--- src/hw/rtl/pdpc_pkg.sv ---
`timescale 1ns / 1ps

package pdpc_pkg;

    // Table size default, overridable on the top level
    localparam int TABLE_DEPTH_DEF = 16;

    // Field widths
    localparam int ADDR_W  = 32;
    localparam int LEN_W   = 6;
    localparam int DELAY_W = 24;
    localparam int MS_W    = 14;

    // Item kinds
    localparam logic FUNC_RULE   = 1'b0;
    localparam logic FUNC_PACKET = 1'b1;

    // Packet qualification constants
    localparam logic [31:0]        MARK_INPUT = 32'd1;
    localparam logic [3:0]         IP_V4      = 4'd4;
    localparam logic [7:0]         PROTO_ICMP = 8'd1;
    localparam logic [7:0]         PROTO_TCP  = 8'd6;
    localparam logic [15:0]        TCP_LEN_A  = 16'd60;
    localparam logic [15:0]        TCP_LEN_B  = 16'd52;
    localparam logic [LEN_W-1:0]   ADDR_BITS  = 6'd32;
    localparam logic [DELAY_W-1:0] US_PER_MS  = 24'd1000;

    typedef enum logic [1:0] {
        VERDICT_ACCEPT = 2'd0,
        VERDICT_DELAY  = 2'd1,
        VERDICT_HOLD   = 2'd2
    } verdict_t;

    // Input beat
    typedef struct packed {
        logic               func;
        logic [31:0]        queue_id;
        logic [31:0]        pkt_mark;
        logic [3:0]         ip_ver;
        logic [7:0]         ip_protocol;
        logic [15:0]        packet_length;
        logic [ADDR_W-1:0]  dest_addr;
        logic [ADDR_W-1:0]  new_prefix;
        logic [LEN_W-1:0]   new_prefix_len;
        logic [DELAY_W-1:0] new_delay_us;
    } in_beat_t;

    // Output beat
    typedef struct packed {
        logic [31:0]        queue_id_out;
        verdict_t           verdict;
        logic [DELAY_W-1:0] delay_us;
        logic               rule_matched;
        logic               table_full;
    } out_beat_t;

    // One table entry
    typedef struct packed {
        logic [ADDR_W-1:0]  prefix;
        logic [LEN_W-1:0]   prefix_len;
        logic [DELAY_W-1:0] delay_us;
    } rule_t;

    // Compare result for the entry currently on the read port
    typedef struct packed {
        logic               hit;
        logic [DELAY_W-1:0] delay_us;
    } match_t;

    // Prefix test: length 0 covers everything, lengths above 32 act as 32
    function automatic logic prefix_covers(
        input logic [ADDR_W-1:0] addr,
        input logic [ADDR_W-1:0] prefix,
        input logic [LEN_W-1:0]  len
    );
        logic [LEN_W-1:0]  len_c;
        logic [ADDR_W-1:0] mask;
        len_c = (len > ADDR_BITS) ? ADDR_BITS : len;
        mask  = {ADDR_W{1'b1}} << (ADDR_BITS - len_c);
        return (len_c == '0) || (((addr ^ prefix) & mask) == '0);
    endfunction

endpackage

--- src/hw/rtl/packet_delay_prefix_classifier.sv ---
`timescale 1ns / 1ps

// First-match IPv4 prefix classifier. A rule beat (func 0) appends one entry to an ordered
// table of TABLE_DEPTH rules and returns a result with table_full set when the table was
// already full. A packet beat (func 1) with mark 1, version 4 and ICMP, or TCP of length 60
// or 52, is delayed by the first rule whose prefix covers dest_addr; the default delay
// (default_delay_ms * 1000 us) applies when no rule matches or the matching rule's delay is
// zero. Other protocols and a zero destination are held. Items are handled one at a time and
// in_stall is high while one is in flight. A rule beat or a packet that needs no lookup goes
// straight to ST_FINISH; a lookup passes through ST_SCAN, where the single compare unit walks
// the table one entry per cycle behind a registered memory read and stops at the first hit or
// at the last rule. The table needs no clearing after reset. default_delay_ms is written through
// cfg_write/cfg_data and should be changed only while the block is idle.
module packet_delay_prefix_classifier #(
    parameter int TABLE_DEPTH = pdpc_pkg::TABLE_DEPTH_DEF
) (
    input  logic                      clk,
    input  logic                      rst_n,
    input  logic                      cfg_write,
    input  logic [pdpc_pkg::MS_W-1:0] cfg_data,
    input  logic                      in_valid,
    output logic                      in_stall,
    input  pdpc_pkg::in_beat_t        in_beat,
    output logic                      out_valid,
    input  logic                      out_stall,
    output pdpc_pkg::out_beat_t       out_beat
);
    import pdpc_pkg::*;

    localparam int IDX_W = (TABLE_DEPTH > 1) ? $clog2(TABLE_DEPTH) : 1;
    localparam int CNT_W = $clog2(TABLE_DEPTH + 1);
    localparam logic [CNT_W-1:0] DEPTH_C = CNT_W'(TABLE_DEPTH);
    localparam logic [CNT_W-1:0] ONE_C   = CNT_W'(1);

    typedef enum logic [2:0] {
        ST_IDLE   = 3'b001,
        ST_SCAN   = 3'b010,
        ST_FINISH = 3'b100
    } state_t;

    state_t               state_reg, state_next;
    logic [CNT_W-1:0]     count_reg, count_next;
    logic [CNT_W-1:0]     scan_idx_reg, scan_idx_next;
    logic                 rd_pend_reg, rd_pend_next;
    logic [MS_W-1:0]      dflt_ms_reg, dflt_ms_next;
    logic                 out_valid_reg, out_valid_next;
    out_beat_t            out_beat_reg, out_beat_next;
    logic [31:0]          id_reg, id_next;
    logic [ADDR_W-1:0]    dst_reg, dst_next;
    verdict_t             verdict_reg, verdict_next;
    logic [DELAY_W-1:0]   rdelay_reg, rdelay_next;
    logic                 matched_reg, matched_next;
    logic                 full_reg, full_next;

    logic                 accept;
    logic                 tbl_wr_en;
    rule_t                tbl_wr_rule;
    match_t               tbl_match;
    logic [DELAY_W-1:0]   dflt_us;

    assign in_stall  = (state_reg != ST_IDLE);
    assign accept    = in_valid && !in_stall;
    assign out_valid = out_valid_reg;
    assign out_beat  = out_beat_reg;

    // Default delay in microseconds
    assign dflt_us = DELAY_W'(dflt_ms_reg) * US_PER_MS;

    // Rule append goes straight to the table on accept when the table has room
    assign tbl_wr_en = accept && (in_beat.func == FUNC_RULE) && (count_reg != DEPTH_C);
    always_comb
    begin
        tbl_wr_rule.prefix     = in_beat.new_prefix;
        tbl_wr_rule.prefix_len = in_beat.new_prefix_len;
        tbl_wr_rule.delay_us   = in_beat.new_delay_us;
    end

    pdpc_rule_table #(
        .TABLE_DEPTH (TABLE_DEPTH)
    ) u_rule_table (
        .clk     (clk),
        .wr_en   (tbl_wr_en),
        .wr_addr (count_reg[IDX_W-1:0]),
        .wr_rule (tbl_wr_rule),
        .rd_addr (scan_idx_reg[IDX_W-1:0]),
        .key     (dst_reg),
        .result  (tbl_match)
    );

    // Sequencer
    always_comb
    begin
        logic wants;
        wants          = 1'b0;
        state_next     = state_reg;
        count_next     = count_reg;
        scan_idx_next  = scan_idx_reg;
        rd_pend_next   = rd_pend_reg;
        dflt_ms_next   = dflt_ms_reg;
        out_valid_next = out_valid_reg;
        out_beat_next  = out_beat_reg;
        id_next        = id_reg;
        dst_next       = dst_reg;
        verdict_next   = verdict_reg;
        rdelay_next    = rdelay_reg;
        matched_next   = matched_reg;
        full_next      = full_reg;

        if (cfg_write)
        begin
            dflt_ms_next = cfg_data;
        end

        // Output beat taken
        if (out_valid_reg && !out_stall)
        begin
            out_valid_next = 1'b0;
        end

        case (state_reg)
            ST_IDLE:
            begin
                if (accept)
                begin
                    id_next       = in_beat.queue_id;
                    dst_next      = in_beat.dest_addr;
                    verdict_next  = VERDICT_ACCEPT;
                    rdelay_next   = '0;
                    matched_next  = 1'b0;
                    full_next     = 1'b0;
                    scan_idx_next = '0;
                    rd_pend_next  = 1'b0;
                    state_next    = ST_FINISH;
                    if (in_beat.func == FUNC_RULE)
                    begin
                        if (count_reg == DEPTH_C)
                        begin
                            full_next = 1'b1;
                        end
                        else
                        begin
                            count_next = count_reg + ONE_C;
                        end
                    end
                    else if (in_beat.pkt_mark == MARK_INPUT && in_beat.ip_ver == IP_V4)
                    begin
                        if (in_beat.ip_protocol == PROTO_ICMP)
                        begin
                            wants = 1'b1;
                        end
                        else if (in_beat.ip_protocol == PROTO_TCP)
                        begin
                            wants = in_beat.packet_length inside {TCP_LEN_A, TCP_LEN_B};
                        end
                        else
                        begin
                            verdict_next = VERDICT_HOLD;
                        end

                        if (wants)
                        begin
                            if (in_beat.dest_addr == '0)
                            begin
                                verdict_next = VERDICT_HOLD;
                            end
                            else
                            begin
                                verdict_next = VERDICT_DELAY;
                                if (count_reg != '0)
                                begin
                                    state_next = ST_SCAN;
                                end
                            end
                        end
                    end
                end
            end

            // One entry read per cycle, compared in the next cycle
            ST_SCAN:
            begin
                if (rd_pend_reg && tbl_match.hit)
                begin
                    matched_next = 1'b1;
                    rdelay_next  = tbl_match.delay_us;
                    state_next   = ST_FINISH;
                end
                else if (scan_idx_reg == count_reg)
                begin
                    state_next = ST_FINISH;
                end
                else
                begin
                    scan_idx_next = scan_idx_reg + ONE_C;
                    rd_pend_next  = 1'b1;
                end
            end

            // Load the output register once it is free
            ST_FINISH:
            begin
                if (!out_valid_reg || !out_stall)
                begin
                    out_valid_next               = 1'b1;
                    out_beat_next.queue_id_out   = id_reg;
                    out_beat_next.verdict        = verdict_reg;
                    out_beat_next.rule_matched   = matched_reg;
                    out_beat_next.table_full     = full_reg;
                    if (verdict_reg == VERDICT_DELAY && rdelay_reg == '0)
                    begin
                        out_beat_next.delay_us = dflt_us;
                    end
                    else
                    begin
                        out_beat_next.delay_us = rdelay_reg;
                    end
                    state_next = ST_IDLE;
                end
            end

            default:
            begin
                state_next = ST_IDLE;
            end
        endcase
    end

    // Control registers
    always_ff @(posedge clk or negedge rst_n)
    begin
        if (!rst_n)
        begin
            state_reg     <= ST_IDLE;
            count_reg     <= '0;
            dflt_ms_reg   <= '0;
            out_valid_reg <= 1'b0;
            rd_pend_reg   <= 1'b0;
        end
        else
        begin
            state_reg     <= state_next;
            count_reg     <= count_next;
            dflt_ms_reg   <= dflt_ms_next;
            out_valid_reg <= out_valid_next;
            rd_pend_reg   <= rd_pend_next;
        end
    end

    // Payload registers
    always_ff @(posedge clk)
    begin
        scan_idx_reg <= scan_idx_next;
        out_beat_reg <= out_beat_next;
        id_reg       <= id_next;
        dst_reg      <= dst_next;
        verdict_reg  <= verdict_next;
        rdelay_reg   <= rdelay_next;
        matched_reg  <= matched_next;
        full_reg     <= full_next;
    end

`ifndef NO_ASSERTIONS
    // Table fill never passes the depth
    a_count_bound: assert property (@(posedge clk) disable iff (!rst_n)
        count_reg <= DEPTH_C)
        else $error("rule count above table depth");

    // A dropped-rule result only when the table is full
    a_full_flag: assert property (@(posedge clk) disable iff (!rst_n)
        (out_valid_reg && out_beat_reg.table_full) |-> (count_reg == DEPTH_C))
        else $error("table_full reported with room in the table");

    // A rule match always comes with a delay verdict
    a_match_delay: assert property (@(posedge clk) disable iff (!rst_n)
        (out_valid_reg && out_beat_reg.rule_matched) |-> (out_beat_reg.verdict == VERDICT_DELAY))
        else $error("rule_matched without delay verdict");

    // An accepted rule with room grows the table by one
    a_append: assert property (@(posedge clk) disable iff (!rst_n)
        (accept && in_beat.func == FUNC_RULE && count_reg != DEPTH_C)
            |=> (count_reg == $past(count_reg) + ONE_C))
        else $error("rule append did not advance count");
`endif

endmodule

--- src/hw/rtl/pdpc_rule_table.sv ---
`timescale 1ns / 1ps

module pdpc_rule_table #(
    parameter int TABLE_DEPTH = pdpc_pkg::TABLE_DEPTH_DEF,
    localparam int IDX_W = (TABLE_DEPTH > 1) ? $clog2(TABLE_DEPTH) : 1
) (
    input  logic                     clk,
    input  logic                     wr_en,
    input  logic [IDX_W-1:0]         wr_addr,
    input  pdpc_pkg::rule_t          wr_rule,
    input  logic [IDX_W-1:0]         rd_addr,
    input  logic [pdpc_pkg::ADDR_W-1:0] key,
    output pdpc_pkg::match_t         result
);
    import pdpc_pkg::*;

    rule_t mem [TABLE_DEPTH];
    rule_t rd_rule_reg;

    // Single write port, registered read port
    always_ff @(posedge clk)
    begin
        if (wr_en)
        begin
            mem[wr_addr] <= wr_rule;
        end
        rd_rule_reg <= mem[rd_addr];
    end

    // Prefix compare on the entry read last cycle
    always_comb
    begin
        result.hit      = prefix_covers(key, rd_rule_reg.prefix, rd_rule_reg.prefix_len);
        result.delay_us = rd_rule_reg.delay_us;
    end

endmodule

--- config.mk ---
export PLATFORM = sky130hd
export DESIGN_NAME = packet_delay_prefix_classifier
export DESIGN_NICKNAME = d
export VERILOG_FILES = /design/src/hw/rtl/pdpc_pkg.sv /design/src/hw/rtl/packet_delay_prefix_classifier.sv /design/src/hw/rtl/pdpc_rule_table.sv
export SDC_FILE = /design/constraint.sdc
export NUM_CORES = 1
export LEC_CHECK = 0
export BUFFER_PORTS_ARGS = -buffer_cell sky130_fd_sc_hd__buf_2
export CAP_MARGIN = 20
export CORE_ASPECT_RATIO = 0.75
export CORE_MARGIN = 10
export CORE_UTILIZATION = 55
export CTS_CLUSTER_DIAMETER = 200
export DETAILED_ROUTE_END_ITERATION = 12
export GPL_ROUTABILITY_DRIVEN = 0
export PLACE_DENSITY = 0.84
export SETUP_SLACK_MARGIN = 0.5
export SLEW_MARGIN = 15
export SYNTH_ARGS = -nofsm -noshare
export SYNTH_HDL_FRONTEND = slang
export SYNTH_SLANG_ARGS = --single-unit
--- constraint.sdc ---
create_clock -name clk -period 6.35 [get_ports clk]
set_input_delay 0.9525 -clock clk [delete_from_list [all_inputs] [get_ports clk]]
set_output_delay 0.9525 -clock clk [all_outputs]
set_load 0.02 [all_outputs]
==> results by group <==
Floorplanning
  – Die footprint: 99600 µm²
  – Die Ht: between 200 and 300 µm
  – Standard-cell rows: 93
  – X dimension of the die: around 360 µm
  – Number of I/O pins: around 270
  – CORE AREA: roughly 86000 µm²
  – Effective utilization at floorplan: roughly 56%

Critical path
  – Nature of the critical path startpoint: flop
  – Kind of capture point of the worst setup path: flop
  – Slowest library cell on the worst path: fa_1
  – Kind of cell with the highest combined delay on the critical path: adder cells
  – Highest cell delay on the worst timing path: 0.51 ns
  – Worst path bufs/invs: 2
  – Type of the worst setup path: reg -> reg
  – Critical Path RT: 6.77 ns
  – Critical path fanouts, max: 5
  – Crit path top cell by count: fa_1
  – Arrival time of data at the critical path endpoint: around 5.2 ns
  – Ordered cell list for the critical path: inv_1, fa_1, fa_1, fa_1, fa_1, inv_1, ha_1, a21oi_1, o21ai_0, o21ai_1, o211ai_1, a31oi_1, nor2_1, a311o_1

Drt
  – Antenna-violating nets left: 0
  – Routed WL per cell: between 30 and 40 µm
  – Drt first-iter violations: about 3100
  – Total wirelength of the detailed-routed design: between 100000 and 150000 µm
  – Residual DRC: 0
  – Detailed-route vias per instance: between 6 and 7
  – DR pass1 iterations: 6
  – Overall via count from detail_route: between 20000 and 25000

Final layout
  – Utilization after layout: a little under two thirds
  – Layout cell share with drive strength beyond 1: a little under a third
  – Flip-flop count of the largest register, all copies and words added: about 990
  – Fill cells: 5426
  – Synth-to-layout area growth: 13.9%
  – Final-stage net count: approximately 2800

STA
  – Final-layout setup total negative slack: 0 ns
  – Fin. Hold Viols: 0
  – RSZ-0062 raised after global routing: false
  – Maximum clock frequency: 208 MHz
  – Layout Skew: 0.0554 ns
  – Slew at the pin with the worst max-slew slack: about 1.1 ns
  – Count of final setup violators: 0
  – Relative slew slack: ~28%
  – Period utilization: between 70% and 80%
  – Number of slew-limit violations in the final report: 0
  – Clock period minus final worst setup slack: between 4 and 5 ns

Clock network
  – Library cell used as clock root buffer: clkbuf_16
  – Clk sink count: approximately 1200
  – Clock buffer count from CTS: between 100 and 150
  – Number of levels the H-tree was split into: 3
  – CTS hold repair buffers: 0
  – Clock tree from TritonCTS: done
  – Number of gates resized after CTS: 0
  – Count of buffers added by post-CTS timing repair for setup: 0
  – Maximum clock path buffer count: 3
  – Clk slew on worst S/H paths: 0.07 ns
  – Insertion delay of the later-clocked pin in the worst-skew pair: approximately 0.70 ns

Synth
  – Fraction of registers with async set/reset: 1.94%
  – Syn_area_per_cell: about 22 µm²
  – Most used standard cell by instance count after synthesis: edfxtp_1
  – Top cells by area in the synthesized netlist: edfxtp_1 72%, mux4_2 15%, dfxtp_1 2.6%, fa_1 1.9%, ha_1 1.5%
  – Ys flop type: edfxtp_1
  – Area leader, netlist: edfxtp_1
  – Unique cell type count in the Yosys netlist: 67
  – Cells after synthesis: between 2000 and 2500
  – Number of flops mapped to enable cells by yosys: around 1100
  – Sequential cell area fraction in the yosys report: 75.7%
  – Number of register bits inferred by synthesis: between 1000 and 1500
  – Post-synth top area share: just over 70%
  – Net count after synthesis: 2492
  – Synth warnings: 0
  – Top cell types by occurrence after synthesis: 1149 x edfxtp_1, 310 x mux4_2, 78 x inv_1, 62 x dfxtp_1, 58 x ha_1
  – Netlist area before placement: a little under 50000 µm²

GRT
  – Wire length of the first global-routing pass: 167000 µm
  – Vias in the first global route: approximately 25000
  – GRT Residual Overflow: 0
  – Tot GR Track Use: a little under a quarter
  – Maximum number of pins on one net before global-route repair: ~140
  – Number of antenna violations at the first check in global routing: 19

Power and ir drop
  – Worst-case vdd ir drop: 273 µV
  – Standby leakage power: about 18 nW
  – PwrDens: 348 nW/µm²
  – Post-layout total power: around 19 mW

Hold path
  – Path type of the worst min-delay path: in -> async

Place
  – Half-perimeter wire length of the detailed placement result: roughly 63000 µm
  – IO Port Bufs: ~270

Run
  – Maximum Capacitance Violations: 0

Outcome
  – Run status: finished, final reports clean
## routing by layer
layer,global-route usage [%],wire [µm],vias up
met1,29.9,41300,12300
met5,0,84,-
met3,5.08,11400,225
met2,38.7,58200,1465
met4,6.30,2670,14
li1,-,-,9620
## power by group
group          switching [mW]  internal, mW  total [mW]
Clock                    2.91          3.88        6.78
Combinational            1.64          1.18        2.81
Sequential              0.198          9.24        9.43
Total                    4.74          14.3        19.0
## cells by family (layout without fill, tap and decap cells)
kind of cell / count (synthesis) / after routing / share of synthesized area, %
buffers and inverters: 165 / 586 / 1.38
AND/OR/NAND/NOR: 186 / 186 / 2.10
multiplexers: 313 / 313 / 14.6
XOR/XNOR: 59 / 59 / 1.08
adder cells (fa/ha/maj): 104 / 104 / 3.43
flip-flops: 1235 / 1235 / 75.7
AO/OA/AOI/OAI: 120 / 120 / 1.71
other: 0 / 6 / 0
## cell usage in the layout, fill, tap and decap left out, types with 21 or more instances in the layout
cell / netlist / final
edfxtp_1: 1149 / 1149
nor2_1: 41 / 29
a21o_1: 26 / 26
xnor2_1: 41 / 41
dfrtp_1: 23 / 23
nor4_1: 22 / 22
nand2_1: 37 / 37
and2_1: 25 / 25
buf_4: 1 / 25
o21ai_0: 21 / 21
clkbuf_16: 0 / 108
inv_1: 78 / 77
mux4_2: 310 / 310
ha_1: 58 / 58
clkbuf_1: 48 / 29
dfxtp_1: 62 / 62
buf_2: 24 / 266
fa_1: 46 / 46
## metrics by stage
step	setup WS (ns)	hold slack (ns)	area [µm²]	std cells
global route	1.30	0.311	54700	3746
detailed placement	1.56	0.405	51000	3539
finish	1.54	0.291	54700	3749
floorplan	1.41	0.400	48000	2182
CTS	1.56	0.279	54700	3742
global placement	1.69	0.400	51000	3539
## final timing paths
| kind | cells after the start | startpoint | to | slack, ns |
|---|---|---|---|---|
| worst min register to register | 0 | id_reg[8] | out_beat[36] | 0.42 |
| worst max-delay path | 14 | dflt_ms_reg[6] | out_beat[25] | 1.54 |
| worst min-delay path | 1 | rst_n | dflt_ms_reg[9] | 0.29 |
| min in group clk | 0 | id_reg[8] | out_beat[36] | 0.42 |
| worst max register to register | 14 | dflt_ms_reg[6] | out_beat[25] | 1.54 |
| max in group asynchronous | 1 | rst_n | count_reg[4] | 5.61 |
## area by class of cell
class | count | area (µm²) | share of cell area [%]
Antenna cell | 6 | 15.0 | 0.0274
Clock buffer | 153 | 3030 | 5.54
Sequential cell | 1235 | 36300 | 66.4
Multi-Input combinational cell | 782 | 11200 | 20.4
Clock inverter | 50 | 654 | 1.20
Inverter | 79 | 298 | 0.544
Timing Repair Buffer | 304 | 1770 | 3.24
Tap cell | 1140 | 1430 | 2.61
(Power assumes the default switching activity.)
